===== config.mk =====
export PLATFORM = sky130hd
export DESIGN_NAME = scale_pitch_quantizer_flat
export DESIGN_NICKNAME = d
export VERILOG_FILES = /design/src/rtl/spq_pkg.sv /design/src/rtl/spq_if.sv /design/src/rtl/scale_pitch_quantizer.sv /design/src/flat_wrapper.sv
export SDC_FILE = /design/constraint.sdc
export NUM_CORES = 1
export LEC_CHECK = 0
export ABC_AREA = 1
export BUFFER_PORTS_ARGS = -buffer_cell sky130_fd_sc_hd__clkbuf_2
export CAP_MARGIN = 15
export CELL_PAD_IN_SITES_DETAIL_PLACEMENT = 2
export CELL_PAD_IN_SITES_GLOBAL_PLACEMENT = 2
export CORE_MARGIN = 2
export CORE_UTILIZATION = 39
export CTS_CLUSTER_SIZE = 28
export DETAILED_ROUTE_END_ITERATION = 6
export GPL_TIMING_DRIVEN = 0
export PLACE_DENSITY_LB_ADDON = 0.15
export SETUP_SLACK_MARGIN = 0.05
export SYNTH_ARGS = -nofsm -noshare
export SYNTH_HDL_FRONTEND = slang
export SYNTH_SLANG_ARGS = --single-unit
export TNS_END_PERCENT = 30

===== constraint.sdc =====
create_clock -name clk -period 10.4 [get_ports clk]
set_input_delay 0.52 -clock clk [delete_from_list [all_inputs] [get_ports clk]]
set_output_delay 0.52 -clock clk [all_outputs]
set_load 0.005 [all_outputs]

===== src/rtl/spq_pkg.sv =====
// Shared types, constants and scale tables of the scale pitch quantizer.
package spq_pkg;

  localparam int CMD_W    = 2;
  localparam int NOTE_W   = 7;
  localparam int STEP_W   = 7;
  localparam int OUT_W    = 9;
  localparam int CFG_W    = 4;
  localparam int DATA_W   = 32;
  localparam int ADDR_W   = 3;
  localparam int NUM_SCALES = 11;
  localparam int PC_NUM   = 12;
  localparam int MAX_DEG  = 7;

  typedef enum logic [CMD_W-1:0] {
    CMD_SNAP_SCALE = 2'd0,
    CMD_SNAP_CHORD = 2'd1,
    CMD_TRANSPOSE  = 2'd2,
    CMD_PASS       = 2'd3
  } cmd_t;

  // register index, taken from paddr[2]
  typedef enum logic {
    REG_ROOT  = 1'b0,
    REG_SCALE = 1'b1
  } reg_idx_t;

  localparam logic [3:0] SCALE_TAB [NUM_SCALES][PC_NUM] = '{
    '{4'd0, 4'd1, 4'd2, 4'd3, 4'd4, 4'd5, 4'd6, 4'd7, 4'd8, 4'd9, 4'd10, 4'd11},
    '{4'd0, 4'd2, 4'd4, 4'd5, 4'd7, 4'd9, 4'd11, 4'd0, 4'd0, 4'd0, 4'd0, 4'd0},
    '{4'd0, 4'd2, 4'd3, 4'd5, 4'd7, 4'd8, 4'd10, 4'd0, 4'd0, 4'd0, 4'd0, 4'd0},
    '{4'd0, 4'd2, 4'd3, 4'd5, 4'd7, 4'd9, 4'd10, 4'd0, 4'd0, 4'd0, 4'd0, 4'd0},
    '{4'd0, 4'd2, 4'd4, 4'd5, 4'd7, 4'd9, 4'd10, 4'd0, 4'd0, 4'd0, 4'd0, 4'd0},
    '{4'd0, 4'd2, 4'd4, 4'd6, 4'd7, 4'd9, 4'd11, 4'd0, 4'd0, 4'd0, 4'd0, 4'd0},
    '{4'd0, 4'd1, 4'd3, 4'd5, 4'd7, 4'd8, 4'd10, 4'd0, 4'd0, 4'd0, 4'd0, 4'd0},
    '{4'd0, 4'd2, 4'd3, 4'd5, 4'd7, 4'd8, 4'd11, 4'd0, 4'd0, 4'd0, 4'd0, 4'd0},
    '{4'd0, 4'd2, 4'd4, 4'd7, 4'd9, 4'd0, 4'd0, 4'd0, 4'd0, 4'd0, 4'd0, 4'd0},
    '{4'd0, 4'd3, 4'd5, 4'd7, 4'd10, 4'd0, 4'd0, 4'd0, 4'd0, 4'd0, 4'd0, 4'd0},
    '{4'd0, 4'd3, 4'd5, 4'd6, 4'd7, 4'd10, 4'd0, 4'd0, 4'd0, 4'd0, 4'd0, 4'd0}
  };

  localparam logic [3:0] SCALE_LEN [NUM_SCALES] = '{
    4'd12, 4'd7, 4'd7, 4'd7, 4'd7, 4'd7, 4'd7, 4'd7, 4'd5, 4'd5, 4'd6
  };

  // out-of-range selects act as chromatic
  function automatic logic [3:0] scale_map(input logic [3:0] sel);
    return (sel < 4'(NUM_SCALES)) ? sel : 4'd0;
  endfunction

  function automatic logic [3:0] scale_deg(input logic [3:0] sel, input logic [3:0] idx);
    logic [3:0] s;
    s = scale_map(sel);
    if (idx >= 4'(PC_NUM)) return 4'd0;
    return SCALE_TAB[s][idx];
  endfunction

  function automatic logic [3:0] scale_len(input logic [3:0] sel);
    return SCALE_LEN[scale_map(sel)];
  endfunction

  // triad offsets: degrees 0, 2, 4, or C-E-G on the chromatic scale
  function automatic logic [3:0] chord_off(input logic [3:0] sel, input logic [1:0] j);
    logic [3:0] r;
    r = 4'd0;
    if (scale_len(sel) == 4'(PC_NUM)) begin
      case (j)
        2'd0:    r = 4'd0;
        2'd1:    r = 4'd4;
        2'd2:    r = 4'd7;
        default: r = 4'd0;
      endcase
    end else begin
      r = scale_deg(sel, {1'b0, j, 1'b0});
    end
    return r;
  endfunction

  // floor(1024/len): quotient estimate is exact or one low for u < 280
  function automatic logic [7:0] len_recip(input logic [3:0] len);
    logic [7:0] r;
    case (len)
      4'd5:    r = 8'd204;
      4'd6:    r = 8'd170;
      4'd7:    r = 8'd146;
      default: r = 8'd85;
    endcase
    return r;
  endfunction

  // bias of 210 divided by len; 210 is a multiple of 5, 6 and 7
  localparam int DIV_BIAS = 210;

  function automatic logic [7:0] len_bias(input logic [3:0] len);
    logic [7:0] r;
    case (len)
      4'd5:    r = 8'd42;
      4'd6:    r = 8'd35;
      4'd7:    r = 8'd30;
      default: r = 8'd17;
    endcase
    return r;
  endfunction

endpackage


===== src/rtl/spq_if.sv =====
// Valid/ready channel interfaces for note requests and results.
interface spq_in_if
  import spq_pkg::*;
();
  logic                     valid;
  logic                     ready;
  logic [CMD_W-1:0]         cmd;
  logic [NOTE_W-1:0]        note_in;
  logic signed [STEP_W-1:0] step_count;

  modport source (output valid, cmd, note_in, step_count, input ready);
  modport sink   (input valid, cmd, note_in, step_count, output ready);
endinterface

interface spq_out_if
  import spq_pkg::*;
();
  logic                    valid;
  logic                    ready;
  logic signed [OUT_W-1:0] note_out;

  modport source (output valid, note_out, input ready);
  modport sink   (input valid, note_out, output ready);
endinterface


===== src/rtl/scale_pitch_quantizer.sv =====
// Top level of the scale pitch quantizer: five-stage note pipeline and APB registers.
//
//  channel  dir  handshake            payload
//  in_ch    in   valid/ready          cmd[1:0], note_in[6:0], step_count[6:0] signed
//  out_ch   out  valid/ready          note_out[8:0] signed
//  cfg_*    in   APB, pready tied 1   root_pitch @0x0, scale_select @0x4
//
// An item passes through every pipeline register before it shows on out_ch.valid;
// one item per cycle sustained while out_ch.ready stays high.
// The five pipeline registers are pitch class, distances, nearest pick, snap/reciprocal,
// and floor-mod and result mux.
// Each full stage holds when its successor is full and stalled; an empty stage always loads.
// Ready ripples back combinationally, so a stall lets items move only into empty stages.
// Synchronous active-low reset empties the pipeline and clears both registers.
module scale_pitch_quantizer
  import spq_pkg::*;
(
  input  logic              clk,
  input  logic              rst_n,
  spq_in_if.sink            in_ch,
  spq_out_if.source         out_ch,
  input  logic              cfg_psel,
  input  logic              cfg_penable,
  input  logic              cfg_pwrite,
  input  logic [ADDR_W-1:0] cfg_paddr,
  input  logic [DATA_W-1:0] cfg_pwdata,
  output logic [DATA_W-1:0] cfg_prdata,
  output logic              cfg_pready
);

  // ---------------- configuration ----------------
  logic [CFG_W-1:0] root_r;
  logic [CFG_W-1:0] sel_r;
  logic             cfg_wr;
  reg_idx_t         cfg_idx;

  assign cfg_pready = 1'b1;
  assign cfg_wr     = cfg_psel && cfg_penable && cfg_pwrite && cfg_pready;
  assign cfg_idx    = reg_idx_t'(cfg_paddr[2]);

  always_ff @(posedge clk) begin
    if (!rst_n) begin
      root_r <= '0;
      sel_r  <= '0;
    end else if (cfg_wr) begin
      unique case (cfg_idx)
        REG_ROOT:  root_r <= cfg_pwdata[CFG_W-1:0];
        REG_SCALE: sel_r  <= cfg_pwdata[CFG_W-1:0];
        default:   ;
      endcase
    end
  end

  always_comb begin
    unique case (cfg_idx)
      REG_ROOT:  cfg_prdata = {{(DATA_W-CFG_W){1'b0}}, root_r};
      REG_SCALE: cfg_prdata = {{(DATA_W-CFG_W){1'b0}}, sel_r};
      default:   cfg_prdata = '0;
    endcase
  end

  // Config is to be changed only while idle; the block does not enforce this, and stages read it directly.
  logic [3:0] root_pc;
  logic [3:0] len;
  logic       chromatic;

  assign root_pc   = (root_r >= 4'(PC_NUM)) ? root_r - 4'(PC_NUM) : root_r;
  assign len       = scale_len(sel_r);
  assign chromatic = (len == 4'(PC_NUM));

  // ---------------- pipeline control ----------------
  logic v1_r, v2_r, v3_r, v4_r, v5_r;
  logic en1, en2, en3, en4, en5;

  assign en5 = !v5_r || out_ch.ready;
  assign en4 = !v4_r || en5;
  assign en3 = !v3_r || en4;
  assign en2 = !v2_r || en3;
  assign en1 = !v1_r || en2;

  assign in_ch.ready = en1;

  always_ff @(posedge clk) begin
    if (!rst_n) begin
      v1_r <= 1'b0;
      v2_r <= 1'b0;
      v3_r <= 1'b0;
      v4_r <= 1'b0;
      v5_r <= 1'b0;
    end else begin
      if (en1) v1_r <= in_ch.valid;
      if (en2) v2_r <= v1_r;
      if (en3) v3_r <= v2_r;
      if (en4) v4_r <= v3_r;
      if (en5) v5_r <= v4_r;
    end
  end

  // ---------------- stage 1: pitch class of the note ----------------
  // note / 12 as (note * 43) >> 9, exact for 0..127
  logic [12:0]              s1_prod;
  logic [3:0]               s1_q;
  logic [NOTE_W-1:0]        s1_rem;
  logic [3:0]               s1_pc_nxt;
  cmd_t                     s1_cmd_r;
  logic [NOTE_W-1:0]        s1_note_r;
  logic signed [STEP_W-1:0] s1_steps_r;
  logic [3:0]               s1_pc_r;

  assign s1_prod   = {6'd0, in_ch.note_in} * 13'd43;
  assign s1_q      = s1_prod[12:9];
  assign s1_rem    = in_ch.note_in - 7'(s1_q) * 7'(PC_NUM);
  assign s1_pc_nxt = s1_rem[3:0];

  always_ff @(posedge clk) begin
    if (en1) begin
      s1_cmd_r   <= cmd_t'(in_ch.cmd);
      s1_note_r  <= in_ch.note_in;
      s1_steps_r <= in_ch.step_count;
      s1_pc_r    <= s1_pc_nxt;
    end
  end

  // ---------------- stage 2: circular distance to each degree ----------------
  logic signed [4:0]        s2_diff;
  logic [3:0]               s2_rel;
  logic [3:0]               s2_sdist_nxt [MAX_DEG];
  logic [3:0]               s2_cdist_nxt [3];
  logic [3:0]               s2_sdist_r   [MAX_DEG];
  logic [3:0]               s2_cdist_r   [3];
  cmd_t                     s2_cmd_r;
  logic [NOTE_W-1:0]        s2_note_r;
  logic signed [STEP_W-1:0] s2_steps_r;
  logic [3:0]               s2_pc_r;

  function automatic logic [3:0] circ_dist(input logic [3:0] a, input logic [3:0] b);
    logic [3:0] raw;
    raw = (a >= b) ? a - b : b - a;
    return (raw > 4'd6) ? 4'(PC_NUM) - raw : raw;
  endfunction

  assign s2_diff = $signed({1'b0, s1_pc_r}) - $signed({1'b0, root_pc});
  assign s2_rel  = s2_diff[4] ? 4'(s2_diff + 5'sd12) : s2_diff[3:0];

  always_comb begin
    for (int i = 0; i < MAX_DEG; i++) begin
      // degrees beyond the scale length never win
      if (4'(i) < len) s2_sdist_nxt[i] = circ_dist(s2_rel, scale_deg(sel_r, 4'(i)));
      else             s2_sdist_nxt[i] = 4'hf;
    end
    for (int j = 0; j < 3; j++) begin
      s2_cdist_nxt[j] = circ_dist(s2_rel, chord_off(sel_r, 2'(j)));
    end
  end

  always_ff @(posedge clk) begin
    if (en2) begin
      s2_sdist_r <= s2_sdist_nxt;
      s2_cdist_r <= s2_cdist_nxt;
      s2_cmd_r   <= s1_cmd_r;
      s2_note_r  <= s1_note_r;
      s2_steps_r <= s1_steps_r;
      s2_pc_r    <= s1_pc_r;
    end
  end

  // ---------------- stage 3: nearest degree, first wins ties ----------------
  logic [2:0]               s3_di_nxt;
  logic [1:0]               s3_ci;
  logic [3:0]               s3_best;
  logic [3:0]               s3_cbest;
  logic [3:0]               s3_off_nxt;
  logic signed [7:0]        s3_total_nxt;
  logic [2:0]               s3_di_r;
  logic [3:0]               s3_off_r;
  logic signed [7:0]        s3_total_r;
  cmd_t                     s3_cmd_r;
  logic [NOTE_W-1:0]        s3_note_r;
  logic signed [STEP_W-1:0] s3_steps_r;
  logic [3:0]               s3_pc_r;

  always_comb begin
    s3_di_nxt = 3'd0;
    s3_best   = s2_sdist_r[0];
    for (int i = 1; i < MAX_DEG; i++) begin
      if (s2_sdist_r[i] < s3_best) begin
        s3_best   = s2_sdist_r[i];
        s3_di_nxt = 3'(i);
      end
    end
    s3_ci    = 2'd0;
    s3_cbest = s2_cdist_r[0];
    for (int j = 1; j < 3; j++) begin
      if (s2_cdist_r[j] < s3_cbest) begin
        s3_cbest = s2_cdist_r[j];
        s3_ci    = 2'(j);
      end
    end
    s3_off_nxt = (s2_cmd_r == CMD_SNAP_CHORD) ? chord_off(sel_r, s3_ci)
                                              : scale_deg(sel_r, {1'b0, s3_di_nxt});
    s3_total_nxt = $signed({5'd0, s3_di_nxt}) + 8'(s2_steps_r);
  end

  always_ff @(posedge clk) begin
    if (en3) begin
      s3_di_r    <= s3_di_nxt;
      s3_off_r   <= s3_off_nxt;
      s3_total_r <= s3_total_nxt;
      s3_cmd_r   <= s2_cmd_r;
      s3_note_r  <= s2_note_r;
      s3_steps_r <= s2_steps_r;
      s3_pc_r    <= s2_pc_r;
    end
  end

  // ---------------- stage 4: snap move, quotient estimate ----------------
  logic [4:0]               s4_tsum;
  logic [3:0]               s4_tgt;
  logic signed [5:0]        s4_m;
  logic signed [5:0]        s4_fold;
  logic signed [OUT_W-1:0]  s4_snap_nxt;
  logic [9:0]               s4_ubias;
  logic [8:0]               s4_u_nxt;
  logic [16:0]              s4_prod;
  logic [6:0]               s4_q0_nxt;
  logic signed [OUT_W-1:0]  s4_snap_r;
  logic [8:0]               s4_u_r;
  logic [6:0]               s4_q0_r;
  logic [2:0]               s4_di_r;
  cmd_t                     s4_cmd_r;
  logic [NOTE_W-1:0]        s4_note_r;
  logic signed [STEP_W-1:0] s4_steps_r;

  always_comb begin
    s4_tsum = {1'b0, root_pc} + {1'b0, s3_off_r};
    s4_tgt  = (s4_tsum >= 5'(PC_NUM)) ? 4'(s4_tsum - 5'(PC_NUM)) : s4_tsum[3:0];
    // move folded into -6..5
    s4_m    = $signed({2'b0, s4_tgt}) - $signed({2'b0, s3_pc_r}) + 6'sd6;
    if (s4_m < 0)                     s4_fold = s4_m + 6'sd12;
    else if (s4_m >= 6'sd12)          s4_fold = s4_m - 6'sd12;
    else                              s4_fold = s4_m;
    s4_snap_nxt = $signed({2'b0, s3_note_r}) + 9'(s4_fold - 6'sd6);
    // biased total keeps the floor division on a positive value
    s4_ubias  = 10'(s3_total_r) + 10'(DIV_BIAS);
    s4_u_nxt  = s4_ubias[8:0];
    s4_prod   = {8'd0, s4_u_nxt} * {9'd0, len_recip(len)};
    s4_q0_nxt = s4_prod[16:10];
  end

  always_ff @(posedge clk) begin
    if (en4) begin
      s4_snap_r  <= s4_snap_nxt;
      s4_u_r     <= s4_u_nxt;
      s4_q0_r    <= s4_q0_nxt;
      s4_di_r    <= s3_di_r;
      s4_cmd_r   <= s3_cmd_r;
      s4_note_r  <= s3_note_r;
      s4_steps_r <= s3_steps_r;
    end
  end

  // ---------------- stage 5: floor mod, octave, result select ----------------
  logic [9:0]              s5_rem0;
  logic [9:0]              s5_rem;
  logic [6:0]              s5_q;
  logic signed [7:0]       s5_oct;
  logic signed [10:0]      s5_trans;
  logic signed [OUT_W-1:0] s5_out_nxt;
  logic signed [OUT_W-1:0] s5_out_r;

  always_comb begin
    s5_rem0 = {1'b0, s4_u_r} - 10'(s4_q0_r) * 10'(len);
    if (s5_rem0 >= 10'(len)) begin
      s5_rem = s5_rem0 - 10'(len);
      s5_q   = s4_q0_r + 7'd1;
    end else begin
      s5_rem = s5_rem0;
      s5_q   = s4_q0_r;
    end
    s5_oct   = $signed({1'b0, s5_q}) - $signed(len_bias(len));
    s5_trans = 11'(s4_snap_r)
             - $signed({7'd0, scale_deg(sel_r, {1'b0, s4_di_r})})
             + $signed({7'd0, scale_deg(sel_r, s5_rem[3:0])})
             + 11'(s5_oct) * 11'sd12;
    case (s4_cmd_r)
      CMD_SNAP_SCALE: s5_out_nxt = chromatic ? $signed({2'b0, s4_note_r}) : s4_snap_r;
      CMD_SNAP_CHORD: s5_out_nxt = s4_snap_r;
      CMD_TRANSPOSE:  s5_out_nxt = chromatic
                                   ? $signed({2'b0, s4_note_r}) + 9'(s4_steps_r)
                                   : s5_trans[OUT_W-1:0];
      default:        s5_out_nxt = $signed({2'b0, s4_note_r});
    endcase
  end

  always_ff @(posedge clk) begin
    if (en5) s5_out_r <= s5_out_nxt;
  end

  assign out_ch.valid    = v5_r;
  assign out_ch.note_out = s5_out_r;

endmodule

===== src/flat_wrapper.sv =====
// flat-port wrapper written by rule: the top's interface ports become plain ports
module scale_pitch_quantizer_flat import spq_pkg::*;
  (clk, rst_n, cfg_psel, cfg_penable, cfg_pwrite, cfg_paddr, cfg_pwdata, cfg_prdata, cfg_pready, in_ch_valid, in_ch_cmd, in_ch_note_in, in_ch_step_count, in_ch_ready, out_ch_valid, out_ch_note_out, out_ch_ready);
  spq_in_if in_ch_i ();
  spq_out_if out_ch_i ();
  input  logic clk;
  input  logic rst_n;
  input  logic cfg_psel;
  input  logic cfg_penable;
  input  logic cfg_pwrite;
  input  logic [ADDR_W-1:0] cfg_paddr;
  input  logic [DATA_W-1:0] cfg_pwdata;
  output logic [DATA_W-1:0] cfg_prdata;
  output logic cfg_pready;
  input wire logic [$bits(in_ch_i.valid)-1:0] in_ch_valid;
  input wire logic [$bits(in_ch_i.cmd)-1:0] in_ch_cmd;
  input wire logic [$bits(in_ch_i.note_in)-1:0] in_ch_note_in;
  input wire logic [$bits(in_ch_i.step_count)-1:0] in_ch_step_count;
  output wire logic [$bits(in_ch_i.ready)-1:0] in_ch_ready;
  output wire logic [$bits(out_ch_i.valid)-1:0] out_ch_valid;
  output wire logic [$bits(out_ch_i.note_out)-1:0] out_ch_note_out;
  input wire logic [$bits(out_ch_i.ready)-1:0] out_ch_ready;
  assign in_ch_i.valid = in_ch_valid;
  assign in_ch_i.cmd = in_ch_cmd;
  assign in_ch_i.note_in = in_ch_note_in;
  assign in_ch_i.step_count = in_ch_step_count;
  assign in_ch_ready = in_ch_i.ready;
  assign out_ch_valid = out_ch_i.valid;
  assign out_ch_note_out = out_ch_i.note_out;
  assign out_ch_i.ready = out_ch_ready;
  scale_pitch_quantizer u_core (.clk(clk), .rst_n(rst_n), .in_ch(in_ch_i), .out_ch(out_ch_i), .cfg_psel(cfg_psel), .cfg_penable(cfg_penable), .cfg_pwrite(cfg_pwrite), .cfg_paddr(cfg_paddr), .cfg_pwdata(cfg_pwdata), .cfg_prdata(cfg_prdata), .cfg_pready(cfg_pready));
endmodule

==> results of run 1 <==
[synthesized netlist by cell type (all sizes together) (2+ instances only)]
cell / instances / area [um2]
inv: 385 / 1450
nand2: 274 / 1110
ha: 245 / 3070
edfxtp: 158 / 4740
nor2: 144 / 541
o21ai: 113 / 569
a21oi: 100 / 504
fa: 95 / 1900
xor2: 63 / 552
nand3: 62 / 320
xnor2: 35 / 307
buf: 32 / 231
a211oi: 18 / 135
clkbuf: 13 / 48.8
dfxtp: 13 / 260
o211ai: 13 / 97.6
nand4: 11 / 68.8
nor3: 9 / 45.0
o21bai: 8 / 60.1
o31ai: 8 / 60.1
or2: 8 / 50.1
a31oi: 5 / 31.3
mux2: 5 / 56.3
a221oi: 4 / 35.0
mux2i: 4 / 40.0
o21a: 4 / 30.0
clkinv: 3 / 11.3
o221ai: 3 / 26.3
o31a: 3 / 26.3
a2111oi: 2 / 17.5
a21o: 2 / 15.0
a22oi: 2 / 15.0
and2: 2 / 12.5
conb: 2 / 7.51
o2111ai: 2 / 17.5
o22ai: 2 / 12.5
[cells by family after synthesis]
family                   Yosys count  synth area share
XOR/XNOR                          98            0.0520
flip-flops                       171             0.303
other                              2          0.000455
multiplexers                       9           0.00584
AO/OA/AOI/OAI                    292             0.102
adder cells (fa/ha/maj)          340             0.301
buffers and inverters            433             0.105
AND/OR/NAND/NOR                  512             0.131
[cell usage in the layout (no fill, tap or decap), drive strengths merged, types with 8 or more instances in the layout]
cell / n
inv: 393
nand2: 274
ha: 245
edfxtp: 158
nor2: 144
o21ai: 113
a21oi: 100
fa: 95
clkbuf: 72
xor2: 63
nand3: 62
buf: 60
xnor2: 35
conb: 29
a211oi: 18
o211ai: 13
dfxtp: 13
nand4: 11
clkinv: 10
nor3: 9
or2: 8
o21bai: 8
o31ai: 8
[routing by layer]
metal | wire, um | vias to the layer above
met3 | 1050 | 75
met2 | 28700 | 161
met5 | 0 | -
li1 | - | 6222
met1 | 22000 | 6804
met4 | 1290 | 0
[worst max-delay path, delay by kind of cell, from the launching register on]
family	cells	cell delay, ns
DFF	1	0.36
and+or+nand+nor	21	2.02
buffers and inverters	13	1.35
adders and majority gates	10	3.47
AOI/OAI and AO/OA	9	1.47
xor gates and xnor gates	6	1.04
[final cells by class]
cell class              instances  share of cell area
clock inverters                15              0.0117
well taps                     539              0.0359
plain buffers                  45              0.0182
repair buffers                 70              0.0259
clock buffers                  17              0.0227
flip-flops and latches        171               0.267
inverters                     388              0.0779
multi-input cells            1280               0.541
[worst max-delay path by stage]
stage	endpoint	depth (start not counted)	slack [ns]
after CTS	u_core.out_ch.note_out[8]	59	0.07
after detailed placement	u_core.out_ch.note_out[8]	56	-2.43
after global routing	u_core.out_ch.note_out[8]	60	-0.15
after global placement	u_core.out_ch.note_out[8]	56	-2.03
final	u_core.out_ch.note_out[8]	59	0.40
after floorplan	u_core.out_ch.note_out[8]	52	0.74
[sequential cells by signal, summed over array words and instances, names as in the netlist, 5 cells and up]
name	cells
u_core.s2_sdist_r	24
u_core.s2_cdist_r	12
u_core.out_ch.note_out	9
u_core.s4_snap_r	9
u_core.s4_u_r	9
u_core.s3_total_r	8
u_core.s1_note_r	7
u_core.s1_steps_r	7
u_core.s2_steps_r	7
u_core.s3_steps_r	7
u_core.s4_note_r	7
u_core.s4_q0_r	7
u_core.s4_steps_r	7
u_core.s2_note_r	5
u_core.s3_note_r	5
[repair_timing]
action,in CTS,in global routing
pin swaps,12,30
setup endpoints to repair,9,3
gates resized for setup,45,43
buffers inserted,10,14
[per-stage QoR]
step,instance area [um2],utilization,hold slack (ns)
final,18800,0.449,0.217
after global routing,18800,0.449,0.206
after CTS,18500,0.441,0.186
after detailed placement,17600,0.420,0.407
after global placement,17500,0.418,0.401
after floorplan,16600,-,0.400
==> impl_metrics.yaml, run 1 <==
outcome:
  run_status: "finished, final reports clean"
floorplan:
  core-area_mm2: 0.0419
  start_util: 0.394
  die_x_um: 210
  ios: 102
  die-area_mm2: 0.0440
  row_count: 75
  die_height_um: 210
detailed_routing:
  drtPass1Iterations: 5
  drc_errors: 0
  viasPerCell: 5.25
  postRouteAntennaNets: 0
  avgRoutedWirePerCell_um: 21.0
  num_vias: 13262
  drt_iter0_drc: 457
  totalWireLength_um: 53100
worst_setup_path:
  crit_path_start: "u_core.sel_r[0]"
  reg2reg_slack_ns: 0.40
  cp-start-kind: "flip-flop"
  crit_top_cell: "nand2_1"
  ff2ff_path_depth: 59
  critical-path-slowest-cell: "fa_1"
  critPathCaptureType: "flip-flop"
  timing.rr.end: "u_core.out_ch.note_out[8]"
  cp.required_ns: 10.62
  path_max_fanout: 9
  worstSetupPathType: "reg -> reg"
  timing.rr.start: "u_core.sel_r[0]"
  critPathArrivalTime_ns: 10.22
  cpPeakStageDelay_ns: 0.54
sta:
  worst_pin_slew_ns: 1.02
  maxSlewHeadroom: 0.322
  hold_viol: 0
  fmax_mhz: 100
  setup_tns_ns: 0
  period_needed_ns: 10.00
  period_share: 0.962
  skew_ns: 0.0175
  slew_violations: 0
  setup_ws_ns: 0.397
  setup_violations: 0
hold_path:
  min_from: "in_ch_step_count[3]"
  min_to: "u_core.s1_steps_r[3]"
  hold_path_class: "in -> reg"
  worstHoldPathCells: 1
cells_and_area:
  fin_cells: 2525
  regArea_mm2: 0.00501
  drive_above_1_share: 0.116
  finalNetCount: 2371
  diodes: 0
  multi_input_area_mm2: 0.0102
  synthToLayoutAreaGrowth_pct: 13.7
  num-fill-cells: 4590
clocking:
  h-tree-depth: 4
  clockBufferDepth: 2
  cts.sinks: 171
  worstSkewPairLatency_ns: 0.49
  clock-root-buffer: "clkbuf_16"
  path_clk_slew_ns: 0.09
  cts_hold_buffers: 0
  cts_tree: "built"
  numCtsBuffers: 17
logic_synthesis:
  avgSynthCellArea_um2: 8.89
  ys.flop_type: "edfxtp_1"
  ys_ff_latch: 171
  ys_types: 50
  synthesis.area_mm2: 0.0165
  seq_area_frac_synth: 0.303
  synth-edff-count: 158
  synthArstFlopShare: 0
  ys_warn_count: 0
  syn_inst: 1857
grt:
  grt_util_met3: 0.0251
  busiest_layer: "met2"
  grt_usage: 0.243
  grt_first_pass_wirelength_um: 81900
  grt_use_met1: 0.286
  antenna_found_initial: 0
  overflow: 0
  grt_max_degree: 41
  grt_pass1_vias: 14933
  grt_util_met2: 0.459
placed_design:
  placed_cells: 2468
  dpl.hpwl_um: 41000
  pre_cts_ws_ns: -2.43
  routabilityCongestion: 0.843
  port_buffers: 42
flow_run:
  maxCapViolations: 0
Power of run 1 is not shown: default switching activity piles up to over one toggle a cycle in this logic, so the estimate is an artifact.
==> run 2, diff against run 1 <==
BUFFER_PORTS_ARGS = not set   (was -buffer_cell sky130_fd_sc_hd__clkbuf_2)
CORE_UTILIZATION = 41   (was 39)
DONT_BUFFER_PORTS = 1   (was not set)
==> run 2 against run 1 <==
Compared with the run above:
- via count decreased by 1.2%
- register-to-register slack improved by 0.03 ns
- first-iteration DRC count increased by 40%
- non-clock buffer count decreased by 39
- global-route usage increased by 1.3 points
- sequential share of layout area increased by 0.36 points
- wire length increased by 0.78%
- core utilization increased by 1.8 points
- hold slack got worse by 0.074 ns
- critical path type unchanged
- critical endpoint unchanged
- highest routed layer unchanged
==> impl_metrics.yaml, run 2 (synthesized netlist as in run 1, its figures left out) <==
worst_setup_path:
  crit_top_cell: "fa_1"
  cp-start-kind: "flip-flop"
  cp.required_ns: 10.61
  worst-path-buf-inv: 12
  cpPeakStageDelay_ns: 0.54
  critical-path-slowest-cell: "fa_1"
  worstSetupPathType: "reg -> reg"
  critPathArrivalTime_ns: 10.18
  critPathCaptureType: "flip-flop"
  cpLargestDelayFamily: "adder cells"
  path_max_fanout: 8
clocking:
  path_clk_slew_ns: 0.08
  cts.sinks: 171
  h-tree-depth: 4
  clock-root-buffer: "clkbuf_16"
  cts_hold_buffers: 0
  clockBufferDepth: 2
  worstSkewPairLatency_ns: 0.47
  cts_tree: "built"
  numCtsBuffers: 17
sta:
  hold_viol: 0
  fmax_mhz: 100
  period_needed_ns: 9.97
  slew_violations: 0
  skew_ns: 0.0164
  worst_pin_slew_ns: 1.17
  period_share: 0.959
  setup_violations: 0
  maxSlewHeadroom: 0.218
cells_and_area:
  num-fill-cells: 4338
  top_register: "u_core.s2_sdist_r"
  largest_reg_flops: 24
  finalNetCount: 2332
  final_common_cell: "inv_1"
  regArea_mm2: 0.00501
  drive_above_1_share: 0.0971
  biggestRegsByFlops: "u_core.s2_sdist_r (24), u_core.s2_cdist_r (12)"
  synthToLayoutAreaGrowth_pct: 12.3
  multi_input_area_mm2: 0.0101
  diodes: 0
  fin_cells: 2472
  layout_common_cells: "inv_1 (373), nand2_1 (251), ha_1 (234), edfxtp_1 (158), nor2_1 (135)"
grt:
  overflow: 0
  grt_pass1_vias: 14864
  antenna_found_initial: 0
  grt_first_pass_wirelength_um: 82000
  grt_usage: 0.256
  grt_max_degree: 40
detailed_routing:
  avgRoutedWirePerCell_um: 21.6
  viasPerCell: 5.30
  postRouteAntennaNets: 0
  num_vias: 13100
  drt_iter0_drc: 639
  totalWireLength_um: 53500
  drc_errors: 0
  drtPass1Iterations: 5
floorplan:
  start_util: 0.415
  die_x_um: 205
  die-area_mm2: 0.0419
  core-area_mm2: 0.0397
  row_count: 73
  ios: 102
  die_height_um: 205
placed_design:
  port_buffers: 0
  placed_cells: 2412
  dpl.hpwl_um: 39800
  routabilityCongestion: 0.809
outcome:
  run_status: "finished, final reports clean"
hold_path:
  hold_path_class: "in -> reg"
flow_run:
  maxCapViolations: 0
run 2: changes by cell type in the layout (fill, tap and decap cells not counted), sizes merged:
cell	delta
inv	-2
clkinv	-2
bufinv	+2
clkinvlp	+1
buf	+3
clkbuf	-41
run 2: layout make-up:
cell class / count / share of cell area
Tap cell: 525 / 0.0354
Timing Repair Buffer: 31 / 0.0149
Buffer: 45 / 0.0186
Multi-Input combinational cell: 1280 / 0.548
Sequential cell: 171 / 0.270
Clock buffer: 18 / 0.0232
Clock inverter: 14 / 0.0109
Inverter: 388 / 0.0790
run 2: repair_timing:
action	in CTS	in global routing
gates cloned	0	1
resized for setup	45	40
pin swaps	9	23
buffers inserted	13	14
setup endpoints to repair	9	4
run 2: metrics by stage:
step	TNS [ns]	hold WS, ns	instance area (um2)	setup slack (ns)	utilization
global placement	-10.39	0.400	17300	-1.98	0.435
global route	-0.207	0.128	18500	-0.189	0.466
floorplan	0	0.400	16600	0.741	-
CTS	0	0.124	18200	0.0709	0.459
detailed placement	-12.46	0.405	17300	-2.26	0.436
finish	0	0.143	18500	0.428	0.466
run 2: path summary, 6_finish.rpt:
| path | from | to | slack, ns | cells after the start |
|---|---|---|---|---|
| hold reg to reg | u_core.s2_pc_r[2] | u_core.s3_pc_r[2] | 0.41 | 0 |
| setup / recovery | u_core.sel_r[0] | u_core.out_ch.note_out[8] | 0.43 | 55 |
| setup reg to reg | u_core.sel_r[0] | u_core.out_ch.note_out[8] | 0.43 | 55 |
| hold / removal | in_ch_step_count[4] | u_core.s1_steps_r[4] | 0.14 | 0 |
run 2: metal layers:
| metal | track usage | vias up | wire length (um) |
|---|---|---|---|
| met3 | 0.0302 | 80 | 1100 |
| met5 | 0 | - | 0 |
| met2 | 0.478 | 192 | 28800 |
| met1 | 0.302 | 6691 | 22100 |
| li1 | - | 6137 | - |
| met4 | 0.0846 | 0 | 1440 |
Power of run 2 is left out for the same reason.
